### src/design/hbs_pkg.sv
package hbs_pkg;

  // Fixed field widths of the request and result ports.
  localparam int CELL_W     = 6;
  localparam int HT_W       = 5;
  localparam int POS_W      = 16;
  localparam int OUT_W      = 32;
  localparam int THR_W      = 5;
  localparam int SCALE_W    = 16;
  localparam int CFG_IDX_W  = 1;
  localparam int CFG_DATA_W = 16;

  // Grid coordinates cover grids of up to 256 cells per axis.
  localparam int COORD_W = 8;

  // Signed offset from the clamped cell in fraction units; one extra bit of headroom.
  localparam int OFF_W = 17;

  // Blend datapath widths, sized for the largest fraction width supported.
  localparam int PX_W  = 23;   // height step times offset
  localparam int A_W   = 24;   // blend along x
  localparam int DA_W  = 25;   // difference of the two x blends
  localparam int H_W   = 42;   // full bilinear sum in height steps
  localparam int HLO_W = 21;   // low slice of the sum for the split scale product
  localparam int PLO_W = SCALE_W + HLO_W;
  localparam int PHI_W = SCALE_W + 1 + H_W - HLO_W;
  localparam int N_W   = 60;   // scaled sum before rounding

  // Command queue between front and back end.
  localparam int Q_DEPTH = 2;
  localparam int Q_PTR_W = 1;
  localparam int Q_CNT_W = 2;

  // Reset values of the configuration registers.
  localparam logic [THR_W-1:0]   THR_RESET   = 5'd4;
  localparam logic [SCALE_W-1:0] SCALE_RESET = 16'd6554;

  // Saturation limits of the result.
  localparam logic [OUT_W-1:0] SAT_MAX = 32'h7FFF_FFFF;
  localparam logic [OUT_W-1:0] SAT_MIN = 32'h8000_0000;

  typedef enum logic {
    KIND_WRITE  = 1'b0,
    KIND_SAMPLE = 1'b1
  } hbs_kind_t;

  typedef enum logic [CFG_IDX_W-1:0] {
    CFG_CLIFF_THRESHOLD = 1'b0,
    CFG_HEIGHT_SCALE    = 1'b1
  } hbs_cfg_idx_t;

  // One classified request as it travels from front to back end.
  typedef struct packed {
    hbs_kind_t                 kind;
    logic [COORD_W-1:0]        x;
    logic [COORD_W-1:0]        z;
    logic signed [HT_W-1:0]    height;
    logic signed [OFF_W-1:0]   tx;
    logic signed [OFF_W-1:0]   tz;
  } hbs_cmd_t;

  // Fill state of the command queue.
  typedef struct packed {
    logic full;
    logic empty;
  } hbs_q_status_t;

endpackage

### src/design/hbs_front.sv
module hbs_front #(
  parameter int GRID_WIDTH = 64,
  parameter int GRID_DEPTH = 64,
  parameter int FRAC_BITS  = 8
) (
  input  logic                                 start,
  input  logic                                 in_kind,
  input  logic [hbs_pkg::CELL_W-1:0]           in_cell_x,
  input  logic [hbs_pkg::CELL_W-1:0]           in_cell_z,
  input  logic signed [hbs_pkg::HT_W-1:0]      in_cell_height,
  input  logic signed [hbs_pkg::POS_W-1:0]     in_pos_x,
  input  logic signed [hbs_pkg::POS_W-1:0]     in_pos_z,
  input  hbs_pkg::hbs_q_status_t               q_status,
  output logic                                 busy,
  output logic                                 push,
  output hbs_pkg::hbs_cmd_t                    cmd
);
  import hbs_pkg::*;

  localparam logic signed [16:0] X_HI = 17'(GRID_WIDTH - 2);
  localparam logic signed [16:0] Z_HI = 17'(GRID_DEPTH - 2);

  logic               accept;
  logic               write_in_grid;
  logic [COORD_W-1:0] x0;
  logic [COORD_W-1:0] z0;

  // Floor of the position, clamped to the range 0 .. hi.
  function automatic logic [COORD_W-1:0] base_cell(input logic signed [POS_W-1:0] p,
                                                   input logic signed [16:0] hi);
    logic signed [16:0] c;
    c = 17'(p >>> FRAC_BITS);
    if (c < 0) begin
      return '0;
    end else if (c > hi) begin
      return hi[COORD_W-1:0];
    end
    return c[COORD_W-1:0];
  endfunction

  // Signed offset of the position from the clamped cell, in fraction units.
  function automatic logic signed [OFF_W-1:0] cell_offset(input logic signed [POS_W-1:0] p,
                                                          input logic [COORD_W-1:0] c);
    logic [17:0]        cs;
    logic signed [17:0] t;
    cs = 18'(c) << FRAC_BITS;
    t  = 18'(p) - signed'(cs);
    return t[OFF_W-1:0];
  endfunction

  // A request is taken whenever the queue has room.
  assign busy   = q_status.full;
  assign accept = start && !busy;

  // Writes outside the grid are dropped here and never reach the back end.
  assign write_in_grid = (9'(in_cell_x) < 9'(GRID_WIDTH)) && (9'(in_cell_z) < 9'(GRID_DEPTH));
  assign push = accept && ((in_kind == KIND_SAMPLE) || write_in_grid);

  assign x0 = base_cell(in_pos_x, X_HI);
  assign z0 = base_cell(in_pos_z, Z_HI);

  // Build the queued command for either kind of request.
  always_comb begin
    cmd.kind   = hbs_kind_t'(in_kind);
    cmd.height = in_cell_height;
    if (in_kind == KIND_SAMPLE) begin
      cmd.x  = x0;
      cmd.z  = z0;
      cmd.tx = cell_offset(in_pos_x, x0);
      cmd.tz = cell_offset(in_pos_z, z0);
    end else begin
      cmd.x  = COORD_W'(in_cell_x);
      cmd.z  = COORD_W'(in_cell_z);
      cmd.tx = '0;
      cmd.tz = '0;
    end
  end

endmodule

### config.mk
export PLATFORM = sky130hd
export DESIGN_NAME = hbs_front
export DESIGN_NICKNAME = d
export VERILOG_FILES = /design/src/design/hbs_pkg.sv /design/src/design/hbs_front.sv
export SDC_FILE = /design/constraint.sdc
export NUM_CORES = 1
export LEC_CHECK = 0
export BUFFER_PORTS_ARGS = -buffer_cell sky130_fd_sc_hd__buf_2
export CAP_MARGIN = 40
export CORE_MARGIN = 1
export CORE_UTILIZATION = 36
export DETAILED_ROUTE_END_ITERATION = 6
export GPL_ROUTABILITY_DRIVEN = 0
export PLACE_DENSITY = 0.84
export SYNTH_ARGS = -nofsm -noshare
export SYNTH_HDL_FRONTEND = slang
export SYNTH_SLANG_ARGS = --single-unit
### constraint.sdc
create_clock -name vclk -period 2.9
set_input_delay 0.435 -clock vclk [all_inputs]
set_output_delay 0.435 -clock vclk [all_outputs]
set_load 0.005 [all_outputs]
==> summary.md, run 1 <==
| Metric | Value |
|---|---|
| Pleak | 0.0007885 uW |
| Die area | 2959 um2 |
| Adder and majority gate portion of the synthesized area | 0.02532 |
| Post-DRT Antenna Nets | 0 |
| Wirelength, routed | 2.957 mm |
| Max_cap viols | 0 |
| Ys Warns | 0 |
| Vert. Die Dim | 54.40 um |
| Min-delay worst type | in -> out |
| Hold_buf cts | 0 |
| Multiplexer share of the synthesized area | 0.05443 |
| Core Util, Final | 0.5447 |
| Worst Path Max Fanout | 15 |
| Die width | 54.40 um |
| Required time of the critical path | 2.47 ns |
| Top Usage Layer GRT | met2 |
| Initial antenna violation count | 0 |
| Outcome | finished, final reports clean |
| WP data arrival | 2.23 ns |
| Synth Area per Inst | 6.064 um2 |
| Global-route track usage on met3 | 0.01667 |
| Port-buffer cells | 96 |
| Design area | 1386 um2 |
| Hold depth | 0 |
| CP Capture Type | output port |
| Setup total negative slack | 0 ns |
| Post-CTS sizing | 0 |
| M2 GR Usage | 0.3557 |
| Pin count of the biggest net entering global routing | 47 |
| Drt initial violations | 25 |
| Wire per inst | 10.99 um |
| Vias in the first global route | 983 |
| Compound-Gate Fraction of Synth Area | 0.3684 |
| Vias per cell | 5.071 |
| RSZ-0062 raised after global routing | false |
| Post-route clock period utilization | 0.9178 |
| Crit Path Category | in -> out |
| Final worst slack | 0.2383 ns |
| CP startpoint kind | input pin |
| Xor/xnor share of the synthesized area | 0.01772 |
| Post-synthesis sequential area ratio | 0 |
| Syn Inst Count | 163 |
| Simple-Gate Fraction of Synth Area | 0.3291 |
| DR vias | 1364 |
| Share of cells above drive strength 1 | 0.4435 |
| FF/Latch Area | 0 um2 |
| Total global-route track usage | 0.1838 |
| Tmin final | 2.662 ns |
| Peak supply drop | 0.08382 mV |
| Starting Density | 0.3884 |
| Synthesized cell area | 988.4 um2 |
| Num sequential | 0 |
| Number of distinct library cells after synthesis | 38 |
| Met1 Resource Use GR | 0.2233 |
| Core area | 2545 um2 |
| Slew Viols, Final | 0 |
| F_max | 375.7 MHz |
| Antenna cell count | 0 |
| Power Density | 144.0 nW/um2 |
| Hold Vio Cnt, Final | 0 |
| DP Worst Slack | 0.2463 ns |
| Residual DRC | 0 |
| Remaining global-route overflow | 0 |
| Clock buffers | 0 |
| Pre-antenna DRT Iters | 4 |
| Final setup vio count | 0 |
| Tot Pwr | 199.6 uW |
| First-pass GRT wire length | 4.188 mm |
| Buffers inserted by post-CTS timing repair | 0 |
| Post-DP HPWL | 2.298 mm |
| I/O pins | 111 |
| Nets@finish | 296 |
| Row cnt | 18 |
| Main combinational cell family by area after synthesis | compound AO/OA/AOI/OAI gates |
| Area grow syn2layout | 40.25% |
| Placement-stage cell area | 1386 um2 |
==> synth_stat cells (2+ instances only) <==
cell type  number  share of area
o211ai_1       10          0.076
conb_1          2         0.0076
inv_1          14          0.053
mux2_2          3          0.034
a211oi_1        3          0.023
nand2_1         5          0.019
clkbuf_2        2          0.010
a311oi_1        2          0.018
and2_1         20           0.13
o21a_1          2          0.015
a22o_1          2          0.018
a22oi_1         4          0.030
o21ai_0        16          0.081
buf_2           4          0.020
nor2_1         14          0.053
a21o_1          2          0.015
clkbuf_1        8          0.030
nor3_1          2          0.010
ha_1            2          0.025
nor3b_1         5          0.038
a21oi_1         9          0.046
or2_2           2          0.013
buf_4          11          0.084
a21boi_0        2          0.015
nor2b_1         3          0.019
mux2i_1         2          0.020
==> critical path, cell delays in order <==
cell	delay (ns)
buf_2	0.24
nand2b_1	0.15
nor2_1	0.11
a21oi_1	0.06
ha_1	0.30
or3_1	0.35
a21oi_2	0.18
xor2_1	0.08
o211a_1	0.20
buf_2	0.12
==> stage by stage <==
step	hold WS, ns	std cells
6_report	0.8700	269
4_1_cts	0.8700	269
2_1_floorplan	0.9002	167
3_5_place_dp	0.8700	269
3_3_place_gp	0.8700	269
5_1_grt	0.8700	269
==> power breakdown <==
part	switching [uW]	total (uW)	leakage (uW)	internal [uW]
Clock	0	0	0	0
Combinational	101	200	0.000788	98.8
Sequential	0	0	0	0
==> routing by layer <==
| layer | vias up | share of wire |
|---|---|---|
| met5 | - | 0 |
| met4 | 0 | 0.0064 |
| met3 | 2 | 0.088 |
| met2 | 71 | 0.48 |
| met1 | 585 | 0.43 |
| li1 | 706 | - |
==> final timing paths <==
kind                  slack [ns]         startpoint       to
worst max-delay path        0.24       in_pos_x[14]  cmd[29]
worst min-delay path        0.87  in_cell_height[3]  cmd[37]
==> layout make-up <==
| class | count | area [um2] |
|---|---|---|
| fillers | 272 | 1159 |
| multi-input cells | 128 | 808.3 |
| repair buffers | 97 | 488.0 |
| inverters | 14 | 52.55 |
| well taps | 30 | 37.54 |
==> cells by family (layout without fill, tap and decap cells) <==
family / after synthesis / after routing
buf+inv: 39 / 111
fa+ha+maj: 2 / 2
mux: 5 / 5
other cells: 2 / 6
compound gates: 55 / 55
simple gates: 58 / 58
xor+xnor: 2 / 2
==> placed cells by master (no fill, tap or decap), types with 3 or more instances in the layout <==
cell type	Yosys	routed
o211ai_1	10	10
mux2_2	3	3
buf_2	4	96
a22oi_1	4	4
inv_1	14	14
a21oi_1	9	9
nor2_1	14	14
nor3b_1	5	5
a211oi_1	3	3
conb_1	2	6
nor2b_1	3	3
and2_1	20	20
o21ai_0	16	16
nand2_1	5	5
Power figures use the tool's default switching activity.
==> run 2, diff against run 1 <==
- ABC_AREA: not set -> 1
- CORE_UTILIZATION: 36 -> 37
- PLACE_DENSITY: 0.84 -> 0.85
==> summary.md, run 2 <==
| Metric | Value |
|---|---|
| Slowest CP cell | a21oi_1 |
| Power Density | 154.6 nW/um2 (+7.3%) |
| Met2 wire length | 1.424 mm (+0.99%) |
| CP Capture Type | output port |
| Remaining global-route overflow | 0 (unchanged) |
| Ys Warns | 0 (unchanged) |
| Setup total negative slack | 0 ns (unchanged) |
| FF/Latch Area | 0 um2 (unchanged) |
| Area grow syn2layout | 42.17% |
| CP startpoint kind | input pin |
| WP data arrival | 2.13 ns (-0.10 ns) |
| Post-Layout Cell Count | 326 (+21%) |
| Core area | 2545 um2 (unchanged) |
| Residual DRC | 0 (unchanged) |
| Crit Path Category | in -> out |
| Drt initial violations | 35 (+40%) |
| Row cnt | 18 (unchanged) |
| Num sequential | 0 (unchanged) |
| Routed wl met3 | 248 um (-4.2%) |
| Final worst slack | 0.3391 ns (+0.1008 ns) |
| Vias per cell | 4.702 (-7.3%) |
| DP Worst Slack | 0.3444 ns (+0.09804 ns) |
| Hold_ws | 0.8700 ns (unchanged) |
| Post-route clock period utilization | 0.8831 (-0.03477) |
| Hold_buf cts | 0 (unchanged) |
| CP top delay family | simple AND/OR/NAND/NOR gates |
| Pleak | 0.001038 uW (+32%) |
| Required time of the critical path | 2.47 ns (about the same) |
| Clock buffers | 0 (unchanged) |
| Post-Place Cells | 326 (+21%) |
| Hold Vio Cnt, Final | 0 (unchanged) |
| Critical path's largest stage delay | 0.21 ns (-0.14 ns) |
| Peak supply drop | 0.07457 mV (-11%) |
| Core Util, Final | 0.5669 (+0.02212) |
| Top sig layer | met4 |
| RSZ-0062 raised after global routing | false |
| Number of distinct library cells after synthesis | 28 (-26%) |
| Initial antenna violation count | 0 (unchanged) |
| Post-CTS sizing | 0 (unchanged) |
| Slew Viols, Final | 0 (unchanged) |
| Commonest non-fill, non-tap cell in the layout | buf_2 |
| Post-DRT Antenna Nets | 0 (unchanged) |
| Starting Density | 0.3987 (+0.01032) |
| F_max | 390.5 MHz (+3.9%) |
| Final setup vio count | 0 (unchanged) |
| Min-delay worst type | in -> out |
| Syn Inst Count | 211 (+29%) |
| Simple-Gate Fraction of Synth Area | 0.4710 (+0.1419) |
| Vert. Die Dim | 54.37 um (about the same) |
| Post-synthesis sequential area ratio | 0 (unchanged) |
| Pin count of the biggest net entering global routing | 33 (-30%) |
| Tmin final | 2.561 ns (-0.1008 ns) |
| Post-DP HPWL | 2.496 mm (+8.6%) |
| Synth Area per Inst | 4.809 um2 (-21%) |
| Die width | 54.37 um (about the same) |
| Area contributors post-synth | nand2_1 (24%), inv_1 (13%), buf_4 (9.6%), nor2_1 (9.6%), o21ai_0 (6.9%) |
| CP Cell Sequence | buf_2 > nand2_1 > nor2_1 > nand2_2 > nand2_4 > inv_1 > nor3_1 > a21oi_1 > ha_1 > a21oi_1 > inv_1 > nand3_1 > nand3_1 > nand2_1 > nor2_1 > buf_2 |
| Port-buffer cells | 96 (unchanged) |
| Wire per inst | 9.411 um (-14%) |
| CP Launch Point | in_pos_z[12] |
| Crit path buf inv count | 4 (+2) |
| Wirelength, routed | 3.068 mm (+3.8%) |
| Multiplexer share of the synthesized area | 0 (-0.05443) |
| First-pass GRT wire length | 4.926 mm (+18%) |
| Synthesized cell area | 1015 um2 (+2.7%) |
| Xor/xnor share of the synthesized area | 0.02589 (+0.008172) |
| DR vias | 1533 (+12%) |
| Main combinational cell family by area after synthesis | simple AND/OR/NAND/NOR gates |
| Pre-antenna DRT Iters | 4 (unchanged) |
| Synth top area share | 0.2367 (+0.1102) |
| Share of cells above drive strength 1 | 0.3851 (-0.05838) |
| I/O pins | 111 (unchanged) |
| Antenna cell count | 0 (unchanged) |
| Compound-Gate Fraction of Synth Area | 0.2158 (-0.1526) |
| Worst Path Max Fanout | 9 (-6) |
| Adder and majority gate portion of the synthesized area | 0.02466 (-0.0006555) |
| Buffers inserted by post-CTS timing repair | 0 (unchanged) |
| Outcome | finished, final reports clean |
| Die area | 2956 um2 (-0.11%) |
| Most common cell in the netlist | nand2_1 |
| Top cells by count, synth | nand2_1 (64), inv_1 (35), nor2_1 (26), o21ai_0 (14), buf_4 (13) |
| Nets@finish | 353 (+19%) |
| Total global-route track usage | 0.2146 (+0.03082) |
| Vias in the first global route | 1206 (+23%) |
| Cell taking the most area after synthesis | nand2_1 |
| Most frequent cells in the layout | buf_2 (96), nand2_1 (64), inv_1 (35) |
| Max_cap viols | 0 (unchanged) |
| Metal-1 WL | 1.389 mm (+9.6%) |
| Hold path startpoint | in_cell_height[0] |
==> run 2: changes by cell type after synthesis, moves of 4 or more <==
| cell | delta |
|---|---|
| clkbuf_1 | -5 |
| nand2_2 | +7 |
| o211ai_1 | -8 |
| and2_1 | -20 |
| nand2_1 | +59 |
| nand3_1 | +5 |
| nor3b_1 | -5 |
| nor2_1 | +12 |
| a22oi_1 | -4 |
| buf_2 | -4 |
| inv_1 | +21 |
| o21ai_1 | +5 |
==> run 2: where the power goes <==
group / total (uW) / internal (uW) / leakage [uW] / switching, uW
combinational: 223 / 99.3 / 0.00104 / 124
sequential: 0 / 0 / 0 / 0
clock: 0 / 0 / 0 / 0
==> run 2: kinds of logic after synthesis <==
family	after synthesis
other	2
buffers and inverters	54
AO/OA/AOI/OAI	38
adder cells (fa/ha/maj)	2
XOR/XNOR	3
AND/OR/NAND/NOR	112
==> run 2: final timing paths <==
kind / slack [ns] / cells after the start / to
min: 0.87 / 0 / cmd[34]
max: 0.34 / 16 / cmd[14]
==> run 2: layer usage <==
| metal | global-route usage | vias up |
|---|---|---|
| li1 | - | 808 |
| met1 | 0.2977 | 648 |
| met2 | 0.3659 | 75 |
| met3 | 0.01667 | 2 |
| met4 | 0.02564 | 0 |
| met5 | 0 | - |
==> run 2: cell type report <==
| type | count | area (um2) |
|---|---|---|
| well taps | 30 | 37.54 |
| repair buffers | 98 | 495.5 |
| fillers | 294 | 1102 |
| multi-input cells | 161 | 770.7 |
| inverters | 37 | 138.9 |
==> run 2: metrics by stage <==
| step | power, uW | cell area (um2) |
|---|---|---|
| final | 223.0 | 1443 |
| after global routing | 258.1 | 1443 |
| after CTS | 223.5 | 1443 |
| after detailed placement | 222.1 | 1443 |
| after global placement | 219.4 | 1443 |
| after floorplan | 135.0 | 1030 |
==> run 3, diff against run 2 <==
- CORE_UTILIZATION: 37 -> 33
- PLACE_DENSITY: 0.85 -> 0.8
- clock period: 2.9 -> 2.1 ns (I/O delays scaled with it)
==> summary.md, run 3 (same netlist as run 2, synthesis figures left out) <==
| Metric | Value |
|---|---|
| Outcome | finished with violations |
| Failing checks | design-rule violations |
| Port-buffer cells | 96 (unchanged) |
| Wire per inst | 10.40 um (+10%) |
| Drt initial violations | 84 (+140%) |
| I/O pins | 111 (unchanged) |
| Most frequent cells in the layout | buf_2 (86), nand2_1 (57), inv_1 (32) |
| Clock buffers | 0 (unchanged) |
| Row cnt | 19 (+1) |
| Total global-route track usage | 0.1880 (-0.02664) |
| Wirelength, routed | 3.587 mm (+17%) |
| Critical path's largest stage delay | 0.17 ns (-0.04 ns) |
| Slew Viols, Final | 0 (unchanged) |
| Nets@finish | 371 (+5.1%) |
| Initial antenna violation count | 0 (unchanged) |
| Top cell by count, worst path | nand2_2 |
| F_max | 490.6 MHz |
| Power Density | 215.8 nW/um2 (+40%) |
| Remaining global-route overflow | 0 (unchanged) |
| First-pass GRT wire length | 5.147 mm (+4.5%) |
| CP Cell Sequence | buf_6 > nand2_2 > nor2_2 > nand2_2 > nand2_4 > inv_2 > nor3_2 > a21oi_2 > ha_2 > a21oi_2 > nor2_2 > nand2_2 > nand3_2 > a21oi_1 > buf_2 |
| Area grow syn2layout | 72.01% |
| Post-DRT Antenna Nets | 0 (unchanged) |
| Post-route clock period utilization | 0.9707 |
| Vert. Die Dim | 57.45 um (+5.7%) |
| Worst Path Max Fanout | 3 (-6) |
| Vias in the first global route | 1320 (+9.5%) |
| CP startpoint kind | input pin |
| Peak supply drop | 0.1145 mV (+54%) |
| Die area | 3301 um2 (+12%) |
| Setup total negative slack | 0 ns (unchanged) |
| Tmin final | 2.038 ns |
| DR vias | 1606 (+4.8%) |
| Pleak | 0.001165 uW (+12%) |
| Hold Vio Cnt, Final | 0 (unchanged) |
| Final setup vio count | 0 (unchanged) |
| Residual DRC | 7 (+7) |
| Commonest non-fill, non-tap cell in the layout | buf_2 |
| Crit Path Category | in -> out |
| Share of cells above drive strength 1 | 0.4936 (+0.1085) |
| Die width | 57.45 um (+5.7%) |
| Slowest CP cell | ha_2 |
| Required time of the critical path | 1.78 ns (-0.69 ns) |
| FF/Latch Area | 0 um2 (unchanged) |
| Vias per cell | 4.655 (-1.0%) |
| Num sequential | 0 (unchanged) |
| Filler cells | 275 (-6.5%) |
| Core area | 2829 um2 (+11%) |
| Pre-antenna DRT Iters | 7 (+3) |
| CP Capture Type | output port |
| Max_cap viols | 0 (unchanged) |
| Post-DP HPWL | 2.786 mm (+12%) |
| Starting Density | 0.3587 (-0.04003) |
| Antenna cell count | 0 (unchanged) |
| Min-delay worst type | in -> out |
| RSZ-0062 raised after global routing | true |
| Tot Pwr | 376.7 uW (+69%) |
| WP data arrival | 1.72 ns (-0.41 ns) |
| Pin count of the biggest net entering global routing | 21 (-36%) |
-- run 3: stage by stage --
step	util	worst slack, ns	instances	hold WS [ns]	instance area [um2]
floorplan	-	0.2275	215	0.6611	1030
global placement	0.5555	-0.03851	344	0.6300	1572
detailed placement	0.5555	-0.07139	344	0.6300	1572
CTS	0.5568	0.003977	344	0.6300	1575
global route	0.6170	-0.03700	345	0.6300	1745
finish	0.6170	0.06150	345	0.6300	1745
-- run 3: final timing paths --
kind | startpoint | to | slack (ns) | depth (start not counted)
worst max-delay path | in_pos_z[12] | cmd[16] | 0.06 | 15
worst min-delay path | in_cell_height[1] | cmd[35] | 0.63 | 0
-- run 3: critical path, delay by kind of cell --
kind,cells,cell delay (ns)
compound gates,3,0.33
fa+ha+maj,1,0.17
buf+inv,3,0.25
simple gates,8,0.65
-- run 3: final cells by class --
| cell class | count | area [um2] | share of cell area |
|---|---|---|---|
| Multi-Input combinational cell | 161 | 867.1 | 0.4968 |
| Timing Repair Buffer | 116 | 700.7 | 0.4014 |
| Inverter | 37 | 138.9 | 0.07957 |
| Tap cell | 31 | 38.79 | 0.02222 |
-- run 3: where the power goes --
| part | total, uW | switching [uW] | internal [uW] | leakage (uW) |
|---|---|---|---|---|
| sequential | 0 | 0 | 0 | 0 |
| combinational | 377 | 196 | 181 | 0.00117 |
| clock | 0 | 0 | 0 | 0 |
-- run 3: metal layers --
layer	GRT usage	vias to the layer above	wire, um	part of all wire
met5	0	-	0	0
met4	0.02439	0	38	0.011
met3	0.009070	6	257	0.072
met2	0.3339	79	1722	0.48
met1	0.2558	679	1567	0.44
li1	-	842	-	-
-- run 3: what timing repair did --
| item | in CTS | in global routing |
|---|---|---|
| setup buffers | 0 | 1 |
| resized for setup | 1 | 44 |
| hold buffers | 0 | 0 |
| endpoints found under the setup margin | 3 | 7 |
| pin swaps | 1 | 24 |
