File: config.mk
export PLATFORM = sky130hd
export DESIGN_NAME = hbs_cmd_fifo
export DESIGN_NICKNAME = d
export VERILOG_FILES = /design/src/design/hbs_pkg.sv /design/src/design/hbs_cmd_fifo.sv
export SDC_FILE = /design/constraint.sdc
export NUM_CORES = 1
export LEC_CHECK = 0
export BUFFER_PORTS_ARGS = -buffer_cell sky130_fd_sc_hd__buf_2
export CORE_MARGIN = 2
export CORE_UTILIZATION = 25
export CTS_CLUSTER_SIZE = 16
export DETAILED_ROUTE_END_ITERATION = 16
export SLEW_MARGIN = 20
export SYNTH_ARGS = -nofsm -noshare
export SYNTH_HDL_FRONTEND = slang
export SYNTH_SLANG_ARGS = --single-unit
File: constraint.sdc
create_clock -name clk -period 5.1 [get_ports clk]
set_clock_uncertainty 0.05 [all_clocks]
set_input_delay 1.02 -clock clk [delete_from_list [all_inputs] [get_ports clk]]
set_output_delay 1.02 -clock clk [all_outputs]
set_load 0.05 [all_outputs]
File: src/design/hbs_pkg.sv
package hbs_pkg;

  // Fixed field widths of the request and result ports.
  localparam int CELL_W     = 6;
  localparam int HT_W       = 5;
  localparam int POS_W      = 16;
  localparam int OUT_W      = 32;
  localparam int THR_W      = 5;
  localparam int SCALE_W    = 16;
  localparam int CFG_IDX_W  = 1;
  localparam int CFG_DATA_W = 16;

  // Grid coordinates cover grids of up to 256 cells per axis.
  localparam int COORD_W = 8;

  // Signed offset from the clamped cell in fraction units; one extra bit of headroom.
  localparam int OFF_W = 17;

  // Blend datapath widths, sized for the largest fraction width supported.
  localparam int PX_W  = 23;   // height step times offset
  localparam int A_W   = 24;   // blend along x
  localparam int DA_W  = 25;   // difference of the two x blends
  localparam int H_W   = 42;   // full bilinear sum in height steps
  localparam int HLO_W = 21;   // low slice of the sum for the split scale product
  localparam int PLO_W = SCALE_W + HLO_W;
  localparam int PHI_W = SCALE_W + 1 + H_W - HLO_W;
  localparam int N_W   = 60;   // scaled sum before rounding

  // Command queue between front and back end.
  localparam int Q_DEPTH = 2;
  localparam int Q_PTR_W = 1;
  localparam int Q_CNT_W = 2;

  // Reset values of the configuration registers.
  localparam logic [THR_W-1:0]   THR_RESET   = 5'd4;
  localparam logic [SCALE_W-1:0] SCALE_RESET = 16'd6554;

  // Saturation limits of the result.
  localparam logic [OUT_W-1:0] SAT_MAX = 32'h7FFF_FFFF;
  localparam logic [OUT_W-1:0] SAT_MIN = 32'h8000_0000;

  typedef enum logic {
    KIND_WRITE  = 1'b0,
    KIND_SAMPLE = 1'b1
  } hbs_kind_t;

  typedef enum logic [CFG_IDX_W-1:0] {
    CFG_CLIFF_THRESHOLD = 1'b0,
    CFG_HEIGHT_SCALE    = 1'b1
  } hbs_cfg_idx_t;

  // One classified request as it travels from front to back end.
  typedef struct packed {
    hbs_kind_t                 kind;
    logic [COORD_W-1:0]        x;
    logic [COORD_W-1:0]        z;
    logic signed [HT_W-1:0]    height;
    logic signed [OFF_W-1:0]   tx;
    logic signed [OFF_W-1:0]   tz;
  } hbs_cmd_t;

  // Fill state of the command queue.
  typedef struct packed {
    logic full;
    logic empty;
  } hbs_q_status_t;

endpackage

File: src/design/hbs_cmd_fifo.sv
module hbs_cmd_fifo (
  input  logic                    clk,
  input  logic                    rst_n,
  input  logic                    push,
  input  hbs_pkg::hbs_cmd_t       push_cmd,
  input  logic                    pop,
  output hbs_pkg::hbs_cmd_t       head,
  output hbs_pkg::hbs_q_status_t  status
);
  import hbs_pkg::*;

  hbs_cmd_t             entries_r [Q_DEPTH];
  logic [Q_PTR_W-1:0]   wr_ptr_r;
  logic [Q_PTR_W-1:0]   rd_ptr_r;
  logic [Q_CNT_W-1:0]   count_r;
  logic [Q_CNT_W-1:0]   count_nxt;

  assign status.full  = (count_r == Q_CNT_W'(Q_DEPTH));
  assign status.empty = (count_r == '0);
  assign head         = entries_r[rd_ptr_r];

  // Occupancy follows pushes and pops; both may happen in one cycle.
  always_comb begin
    count_nxt = count_r;
    if (push && !pop) begin
      count_nxt = count_r + 1'b1;
    end else if (pop && !push) begin
      count_nxt = count_r - 1'b1;
    end
  end

  // Pointers and occupancy.
  always_ff @(posedge clk) begin
    if (!rst_n) begin
      wr_ptr_r <= '0;
      rd_ptr_r <= '0;
      count_r  <= '0;
    end else begin
      if (push) begin
        wr_ptr_r <= wr_ptr_r + 1'b1;
      end
      if (pop) begin
        rd_ptr_r <= rd_ptr_r + 1'b1;
      end
      count_r <= count_nxt;
    end
  end

  // Entry storage.
  always_ff @(posedge clk) begin
    if (push) begin
      entries_r[wr_ptr_r] <= push_cmd;
    end
  end

endmodule

==> key figures, run 1 <==
STA
  – Hold WS: 0.455 ns
  – Setup violations, final: 0
  – Relative slew slack: 37.4%
  – Final hold viol count: 0
  – Final setup margin: around 1.7 ns
  – RSZ-0062 raised after global routing: no
  – Final Max Slew Viols: 0
  – Worst Tran Pin Value: 0.939 ns
  – Final period utilization: 67.2%
  – TNS Setup: 0 ns
  – Minimum clock period: 3.43 ns
  – Fmax: between 0.2 and 0.3 GHz

Yosys
  – Largest area contributor in the netlist: edfxtp_1
  – Post-synthesis xor/xnor area fraction: 0.615%
  – Adder-Cell Fraction of Synth Area: 0.293%
  – Synth Instances: 196
  – Post-synthesis cell area: 0.00427 mm^2
  – FF+latch count, synth: 117
  – Simple-gate share of the synthesized area: approximately 1.3%
  – Syn Nets: 257
  – Yosys warning count: 0
  – Synth Area in Compound Gates: less than 1%
  – Top post-synthesis cells by area: edfxtp_1 79%, mux2_2 15%, dfxtp_1 2.3%
  – Mux cell area share after synthesis: 14.8%
  – Syn_area_per_cell: 21.8 um^2
  – Sequential-to-total area share from yosys stat: 81.1%
  – Netlist cell types: 18
  – Main combinational cell family by area after synthesis: multiplexers
  – Yosys top cell area share: 78.8%

Cells and area
  – Share of cells above drive strength 1: 59.3%
  – Commonest non-fill, non-tap cell in the layout: buf_2
  – Commonest cells after routing, fill and taps aside: 117 x buf_2, 112 x edfxtp_1, 56 x mux2_2
  – Layout Utilization: 33.8%
  – Layout net count: 390
  – Final Instance Area: ~0.0056 mm^2
  – Number of diodes: 0
  – Area grow syn2layout: 31.9%

Power
  – Cell internal pwr: 1.91 mW
  – Worst VDD drop: 0.217 mV
  – Comb pwr share: 13.7%
  – Power Dens Cells: 456 mW/mm^2
  – Clock Power Share: between 40% and 50%
  – Net load switching power: 0.652 mW
  – Sequential share of power: 44.3%
  – Switching Share: around a quarter
  – Leak: 2.10 nW

Detailed routing
  – DR DRC count: 0
  – DR iter-0 viols: 64
  – Vias: 2192
  – Vias/cell: slightly below 4
  – Post-DRT Antenna Nets: 0
  – First drt pass iteration count: 4
  – Drt wl/cell: 14.4 um
  – Final wirelength: roughly 8000 um

Critical path
  – Critical Path RT: 4.03 ns
  – Max FO, Critical Path: 38
  – Critical Path Max Stage Delay: about 0.94 ns
  – Crit end category: output pin
  – Crit start category: flip-flop
  – Max stage delay cell, worst path: dfxtp_2
  – Crit path kind: flip-flop to output pin
  – Crit path DAT: 2.36 ns
  – CP Cell Sequence: buf_4 > mux2_2 > buf_2

Worst hold path
  – Hold WC Path Type: flip-flop to flip-flop

GRT
  – Largest net degree at the start of global routing: 46
  – First-pass GRT wire length: 12400 um
  – GRT overflow: 0
  – Initial antenna violation count: 0
  – Number of global-route vias before repair: around 2400
  – Gr usage total: about a tenth

Clocking
  – PostCTS Resize Cnt: 0
  – Clock Path Buffers: 2
  – Root Driver: clkbuf_16
  – CTS Buf Count: 17
  – Latest clock arrival within the worst-skew pair: 0.40 ns
  – CTS Hold Bufs: 0
  – H-tree depth: 4
  – Clk sink count: 117
  – TritonCTS clock tree: yes
  – Clock-pin slew on the worst setup and hold paths: 0.05 ns
  – Post-CTS Setup Bufs: 0

Placement
  – Placer Congestion: 0.630
  – Placed Area: 0.00511 mm^2
  – Port bufs: 117
  – DP Worst Slack: roughly 2 ns
  – Hpwl dp: approximately 5100 um

Floorplanning
  – Initial core utilization: about 26%
  – Die Height: 135 um
  – Site Rows: 47
  – Top Ports: 118
  – Core area: 0.0166 mm^2
  – Die W: 135 um
  – Die area: around 0.018 mm^2

Outcome
  – Outcome: finished clean

Flow run
  – Max_cap viols: 0
## cell usage after synthesis
cell type and instances:
a21boi_1 1, and2_1 4, and2b_2 1, buf_2 1
buf_4 1, buf_6 4, dfxtp_1 5, edfxtp_1 112
ha_1 1, inv_1 1, mux2_2 56, nor2_1 1
nor2b_1 2, o21a_1 1, o21ai_0 1, or3_1 1
xnor2_1 1, xor2_1 2
## logic make-up after synthesis
group                    Yosys count
AND/OR/NAND/NOR                    9
buffers and inverters              7
AO/OA/AOI/OAI                      3
adder cells (fa/ha/maj)            1
XOR/XNOR                           3
flip-flops                       117
multiplexers                      56
## path summary, 6_finish.rpt
path	from	slack (ns)	end	cells after the start
setup / recovery	flip-flop	1.67	head[55]	3
hold / removal	count_r[1]$_SDFFE_PN0P_	0.45	count_r[1]$_SDFFE_PN0P_	2
setup reg to reg	wr_ptr_r$_SDFFE_PN0P_	3.19	entries_r[1][10]$_DFFE_PP_	2
hold reg to reg	count_r[1]$_SDFFE_PN0P_	0.45	count_r[1]$_SDFFE_PN0P_	2
## critical path, delay by kind of cell, from the launching register on
| family | cells | cell delay (ns) |
|---|---|---|
| DFF | 1 | 0.94 |
| buffers and inverters | 2 | 0.63 |
| muxes | 1 | 0.38 |
## power by group through the flow
stage,Combinational (mW),Sequential [mW],Clock [mW]
after floorplan,0.280,1.14,0
after global placement,0.352,1.15,0
after detailed placement,0.356,1.16,0
after CTS,0.357,1.14,1.12
after global routing,0.372,1.14,1.16
final,0.351,1.14,1.08
## per-stage QoR
step	std cells	power [mW]
after detailed placement	530	1.51
final	559	2.57
after global routing	559	2.67
after CTS	559	2.61
after global placement	530	1.51
after floorplan	196	1.42
## registers in the layout (all words and copies together), names as in the netlist, named ones only
name,count
rd_ptr_r,1
entries_r,112
wr_ptr_r,1
count_r,2
## layout make-up
type                            instances  area [um^2]
Timing Repair Buffer                  120          608
Clock buffer                           20          437
Multi-Input combinational cell         72          754
Fill cell                            1626        11000
Inverter                                1         3.75
Tap cell                              220          275
Sequential cell                       117         3460
Clock inverter                          9         88.8
## per-layer routing
metal / part of all wire [%] / GRT usage [%] / vias up / routed length (um)
li1: - / - / 1038 / -
met1: 43 / 10.8 / 1070 / 3470
met2: 49 / 15.2 / 72 / 3960
met3: 5.7 / 4.09 / 12 / 461
met4: 1.7 / 4.04 / 0 / 135
met5: 0 / 0 / - / 0
Power figures use the tool's default switching activity.
==> run 2: changes to the inputs <==
==> constraint.sdc (replaced) <==
create_clock -name clk -period 3 [get_ports clk]
set_clock_uncertainty 0.05 [all_clocks]
set_input_delay 0.6 -clock clk [delete_from_list [all_inputs] [get_ports clk]]
set_output_delay 0.6 -clock clk [all_outputs]
set_load 0.05 [all_outputs]
==> run 2 against run 1 <==
Worst setup slack got worse by 1.1 ns; count of clock-buffer cells in the layout shrank 3; final cell count rose by 1.1%; critical path depth unchanged; die area did not move; hold slack worse by 0.12 ns; combinational power grew 78%; sequential share of layout area is 1.2 points lower; first-iteration DRC count is 34% lower; utilization grew 0.66 points.
==> key figures, run 2 (synthesis results as in run 1) <==
Cells and area
  – Commonest non-fill, non-tap cell in the layout: buf_2
  – Max FFs per register: 112 (unchanged)
  – Largest regs: entries_r: 112 flops, count_r: 2 flops
  – Commonest cells after routing, fill and taps aside: 117 x buf_2, 112 x edfxtp_1, 56 x mux2_2
  – Layout net count: 393 (+0.77%)
  – Largest reg by FF count: entries_r
  – Layout Utilization: 34.5% (+0.66 points)
  – Area grow syn2layout: 34.5%
  – Number of diodes: 0 (unchanged)
  – Share of cells above drive strength 1: 61.7% (+2.4 points)

Detailed routing
  – DR iter-0 viols: 42 (-34%)
  – Vias/cell: 3.93 (+0.16%)
  – DR DRC count: 0 (unchanged)
  – Vias: 2219 (+1.2%)
  – Post-DRT Antenna Nets: 0 (unchanged)
  – Final wirelength: 8160 um (+1.6%)
  – First drt pass iteration count: 4 (unchanged)
  – Drt wl/cell: 14.4 um (+0.55%)

Floorplanning
  – Die area: 0.0181 mm^2 (unchanged)
  – Core area: 0.0166 mm^2 (unchanged)
  – Top Ports: 118 (unchanged)
  – Die Height: 135 um (unchanged)
  – Die W: 135 um (unchanged)
  – Initial core utilization: 25.7% (unchanged)
  – Site Rows: 47 (unchanged)

Critical path
  – Crit start category: flip-flop
  – CP Cell Sequence: buf_4 > mux2_2 > buf_2
  – Crit path kind: flip-flop to output pin
  – Crit end category: output pin
  – Critical Path Max Stage Delay: 0.42 ns (-0.52 ns)
  – CP bufs+invs: 2 (unchanged)
  – Max FO, Critical Path: 33 (-13%)
  – CP delay by family, top: buffers and inverters
  – Crit path DAT: 1.78 ns (-0.58 ns)
  – Max stage delay cell, worst path: mux2_2
  – Critical Path RT: 2.35 ns (-1.68 ns)

Placement
  – Placer Congestion: 0.638 (+1.4%)
  – Hpwl dp: 5260 um (+3.1%)
  – DP Worst Slack: 0.980 ns (-0.989 ns)
  – Port bufs: 117 (unchanged)

Worst hold path
  – Hold WC Path Type: input port to flip-flop

Clocking
  – H-tree depth: 4 (unchanged)
  – Root Driver: clkbuf_16
  – CTS Buf Count: 17 (unchanged)
  – CTS Hold Bufs: 0 (unchanged)
  – Clk sink count: 117 (unchanged)
  – PostCTS Resize Cnt: 0 (unchanged)
  – Latest clock arrival within the worst-skew pair: 0.40 ns (about the same)
  – Clock-pin slew on the worst setup and hold paths: 0.05 ns (about the same)
  – TritonCTS clock tree: yes
  – Clock Path Buffers: 2 (unchanged)
  – Post-CTS Setup Bufs: 0 (unchanged)

GRT
  – Largest net degree at the start of global routing: 34 (-26%)
  – GRT overflow: 0 (unchanged)
  – Gr usage total: 9.48% (+0.093 points)
  – Initial antenna violation count: 0 (unchanged)
  – Number of global-route vias before repair: 2409 (+1.2%)
  – First-pass GRT wire length: 12500 um (+0.66%)

STA
  – TNS Setup: 0 ns (unchanged)
  – Worst Tran Pin Value: 0.515 ns (-0.424 ns)
  – Final Max Slew Viols: 0 (unchanged)
  – Final hold viol count: 0 (unchanged)
  – Final setup margin: 0.571 ns (-1.10 ns)
  – Setup violations, final: 0 (unchanged)
  – Minimum clock period: 2.43 ns
  – Final period utilization: 81.0%
  – Relative slew slack: 65.6% (+28 points)
  – Fmax: 0.412 GHz
  – RSZ-0062 raised after global routing: no

Power
  – Comb pwr share: 13.6% (about the same)
  – Worst VDD drop: 0.386 mV (+78%)
  – Clock Power Share: 44.9% (+2.8 points)
  – Cell internal pwr: 3.44 mW (+80%)
  – Leak: 2.14 nW (+1.9%)
  – Power Dens Cells: 801 mW/mm^2 (+76%)
  – Net load switching power: 1.15 mW (+77%)
  – Switching Share: 25.1% (-0.32 points)
  – Sequential share of power: 41.5% (-2.8 points)

Outcome
  – Outcome: finished clean

Flow run
  – Max_cap viols: 0 (unchanged)
-- run 2: cell count changes in the layout (fill, tap and decap cells not counted), sizes merged --
cell      change
clkinvlp      +6
buf           +3
clkbuf        -3
bufinv        +2
clkinv        -2
-- run 2: power by group through the flow --
stage	logic [mW]	registers, mW	clock network (mW)
floorplan	0.477	1.94	0
global placement	0.626	1.94	0
detailed placement	0.633	1.94	0
CTS	0.635	1.91	2.12
global route	0.660	1.92	2.19
finish	0.624	1.91	2.06
-- run 2: final timing paths --
| path | slack [ns] | cells after the start | start | endpoint |
|---|---|---|---|---|
| setup / recovery | 0.57 | 3 | flip-flop | head[35] |
| hold reg to reg | 0.49 | 2 | count_r[1]$_SDFFE_PN0P_ | count_r[1]$_SDFFE_PN0P_ |
| setup reg to reg | 1.55 | 2 | wr_ptr_r$_SDFFE_PN0P_ | entries_r[1][31]$_DFFE_PP_ |
| hold / removal | 0.34 | 1 | push_cmd[50] | entries_r[1][50]$_DFFE_PP_ |
-- run 2: routing by layer --
layer	part of all wire [%]	GRT usage, %
met1	42	11.1
met2	49	15.1
met3	7.6	4.28
met4	1.4	3.86
met5	0	0
-- run 2: through the flow --
step	total power [mW]	std cells	hold slack, ns	cell area, um^2
3_3_place_gp	2.56	533	0.425	5130
2_1_floorplan	2.42	196	0.416	4270
4_1_cts	4.67	565	0.308	5740
3_5_place_dp	2.58	533	0.487	5130
6_report	4.60	565	0.337	5740
5_1_grt	4.77	565	0.311	5740
-- run 2: final cells by class --
class	instances	area [um^2]
fill	1622	10900
sequential	117	3460
multi-input combinational	72	754
timing repair buffer	123	631
clock buffer	17	425
tap	220	275
clock inverter	15	188
inverter	1	3.75
==> run 3: changes to the inputs <==
==> constraint.sdc (replaced) <==
create_clock -name clk -period 2.1 [get_ports clk]
set_clock_uncertainty 0.05 [all_clocks]
set_input_delay 0.42 -clock clk [delete_from_list [all_inputs] [get_ports clk]]
set_output_delay 0.42 -clock clk [all_outputs]
set_load 0.05 [all_outputs]
==> run 3 against run 2 <==
Count of clock-buffer cells in the layout increased by 3; worst setup slack got worse by 0.52 ns; sequential cell count unchanged; final cell count decreased by 0.88%; sequential share of layout area increased by 0.81 points; combinational power increased by 45%; critical path type unchanged; critical endpoint is now head[29]; highest routed layer unchanged.
==> key figures, run 3 (synthesis results as in run 1) <==
Clocking
  – Clk sink count: 117 (unchanged)
  – H-tree depth: 4 (unchanged)
  – CTS Hold Bufs: 0 (unchanged)
  – CTS Buf Count: 17 (unchanged)
  – Post-CTS Setup Bufs: 0 (unchanged)
  – TritonCTS clock tree: yes
  – PostCTS Resize Cnt: 0 (unchanged)
  – Clock Path Buffers: 2 (unchanged)
  – Clock-pin slew on the worst setup and hold paths: 0.05 ns (about the same)
  – Latest clock arrival within the worst-skew pair: 0.40 ns (about the same)
  – Root Driver: clkbuf_16

Detailed routing
  – First drt pass iteration count: 4 (unchanged)
  – Vias: 2229 (+0.45%)
  – Post-DRT Antenna Nets: 0 (unchanged)
  – DR iter-0 viols: 58 (+38%)
  – Vias/cell: 3.98 (+1.3%)
  – DR DRC count: 0 (unchanged)
  – Final wirelength: 7890 um (-3.4%)
  – Drt wl/cell: 14.1 um (-2.5%)

Cells and area
  – Commonest cells after routing, fill and taps aside: 117 x buf_2, 112 x edfxtp_1, 56 x mux2_2
  – Reg area: 0.00346 mm^2 (unchanged)
  – Multi-input gate area: 754 um^2 (unchanged)
  – Largest regs: entries_r: 112 flops, count_r: 2 flops
  – Share of cells above drive strength 1: 59.7% (-2.0 points)
  – Area grow syn2layout: 32.7%
  – Layout net count: 391 (-0.51%)
  – Largest reg by FF count: entries_r
  – Max FFs per register: 112 (unchanged)
  – Commonest non-fill, non-tap cell in the layout: buf_2
  – Filler cells: 1598 (-1.5%)
  – Number of diodes: 0 (unchanged)

STA
  – Fmax: 0.487 GHz
  – Setup violations, final: 0 (unchanged)
  – Final period utilization: 97.7%
  – Final Max Slew Viols: 0 (unchanged)
  – Hold WS: 0.152 ns (-0.185 ns)
  – Final hold viol count: 0 (unchanged)
  – TNS Setup: 0 ns (unchanged)
  – Minimum clock period: 2.05 ns
  – Final setup margin: 0.0475 ns (-0.523 ns)
  – Relative slew slack: 76.5% (+11 points)
  – Worst Tran Pin Value: 0.353 ns (-0.162 ns)
  – RSZ-0062 raised after global routing: yes

Worst hold path
  – Hold WC Path Type: input port to flip-flop

Outcome
  – Outcome: finished clean

GRT
  – GR Util met3: 3.68% (-0.60 points)
  – Number of global-route vias before repair: 2421 (+0.50%)
  – GRT overflow: 0 (unchanged)
  – Gr busiest metal: met2
  – Gr usage total: 9.18% (-0.30 points)
  – Initial antenna violation count: 0 (unchanged)
  – Largest net degree at the start of global routing: 58 (+71%)
  – First-pass GRT wire length: 12300 um (-1.8%)
  – GR met2 Demand/Resource: 14.6% (-0.59 points)
  – GRT met1 Usage: 10.6% (-0.50 points)

Critical path
  – Critical Path Max Stage Delay: 0.37 ns (-0.05 ns)
  – Max stage delay cell, worst path: dfxtp_2
  – Critical Path RT: 1.63 ns (-0.72 ns)
  – Crit path kind: flip-flop to output pin
  – Crit end category: output pin
  – Crit start category: flip-flop
  – CP Cell Sequence: buf_12 > mux2_2 > buf_2
  – Max FO, Critical Path: 29 (-12%)
  – Crit path DAT: 1.58 ns (-0.20 ns)

Placement
  – Port bufs: 117 (unchanged)
  – DP Worst Slack: 0.458 ns (-0.522 ns)
  – Placer Congestion: 0.655 (+2.7%)
  – Hpwl dp: 4890 um (-7.1%)

Floorplanning
  – Die Height: 135 um (unchanged)
  – Die W: 135 um (unchanged)
  – Site Rows: 47 (unchanged)
  – Core area: 0.0166 mm^2 (unchanged)
  – Die area: 0.0181 mm^2 (unchanged)
  – Top Ports: 118 (unchanged)
  – Initial core utilization: 25.7% (unchanged)

Power
  – Power Dens Cells: 1080 mW/mm^2 (+35%)
  – Leak: 2.11 nW (-1.3%)
  – Total Power: 6.11 mW (+33%)
  – Worst VDD drop: 0.495 mV (+28%)

Flow run
  – Max_cap viols: 0 (unchanged)
## run 3: cell types whose count changed in the layout (fill, tap and decap cells not counted), sizes merged
cell / delta
clkbuf: +3
bufinv: -3
clkinv: +3
buf: -2
clkinvlp: -6
## run 3: final timing paths
kind | startpoint | end | slack [ns] | depth (start not counted)
hold / removal | push_cmd[55] | entries_r[1][55]$_DFFE_PP_ | 0.15 | 1
setup reg to reg | wr_ptr_r$_SDFFE_PN0P_ | entries_r[1][9]$_DFFE_PP_ | 0.81 | 2
setup / recovery | flip-flop | head[29] | 0.05 | 3
hold reg to reg | count_r[1]$_SDFFE_PN0P_ | count_r[1]$_SDFFE_PN0P_ | 0.49 | 2
## run 3: critical path, delay by kind of cell, from the launching register on
kind / cells / cell delay (ns)
buffers and inverters: 2 / 0.41
flip-flops: 1 / 0.37
multiplexers: 1 / 0.37
## run 3: power breakdown
part	total, mW	internal (mW)	leakage [nW]	switching, mW
Sequential	2.73	2.70	1.09	0.0319
Clock	2.47	1.57	0.249	0.899
Combinational	0.904	0.271	0.768	0.633
## run 3: through the flow
| stage | instances | cell area, um^2 | util, % |
|---|---|---|---|
| after global placement | 531 | 5160 | 31.0 |
| after CTS | 560 | 5670 | 34.0 |
| after global routing | 560 | 5670 | 34.0 |
| final | 560 | 5670 | 34.0 |
| after floorplan | 196 | 4280 | - |
| after detailed placement | 531 | 5160 | 31.0 |
## run 3: per-layer routing
metal,vias to the layer above,wire length (um)
met5,-,0
met4,0,161
met3,10,457
met2,74,3870
met1,1107,3390
li1,1038,-
## run 3: cell type report
cell class                      count  area share (%)
Sequential cell                   117            61.2
Inverter                            1          0.0663
Tap cell                          220            4.86
Clock inverter                      9            1.15
Clock buffer                       20            7.71
Multi-Input combinational cell     72            13.3
Timing Repair Buffer              121            11.7
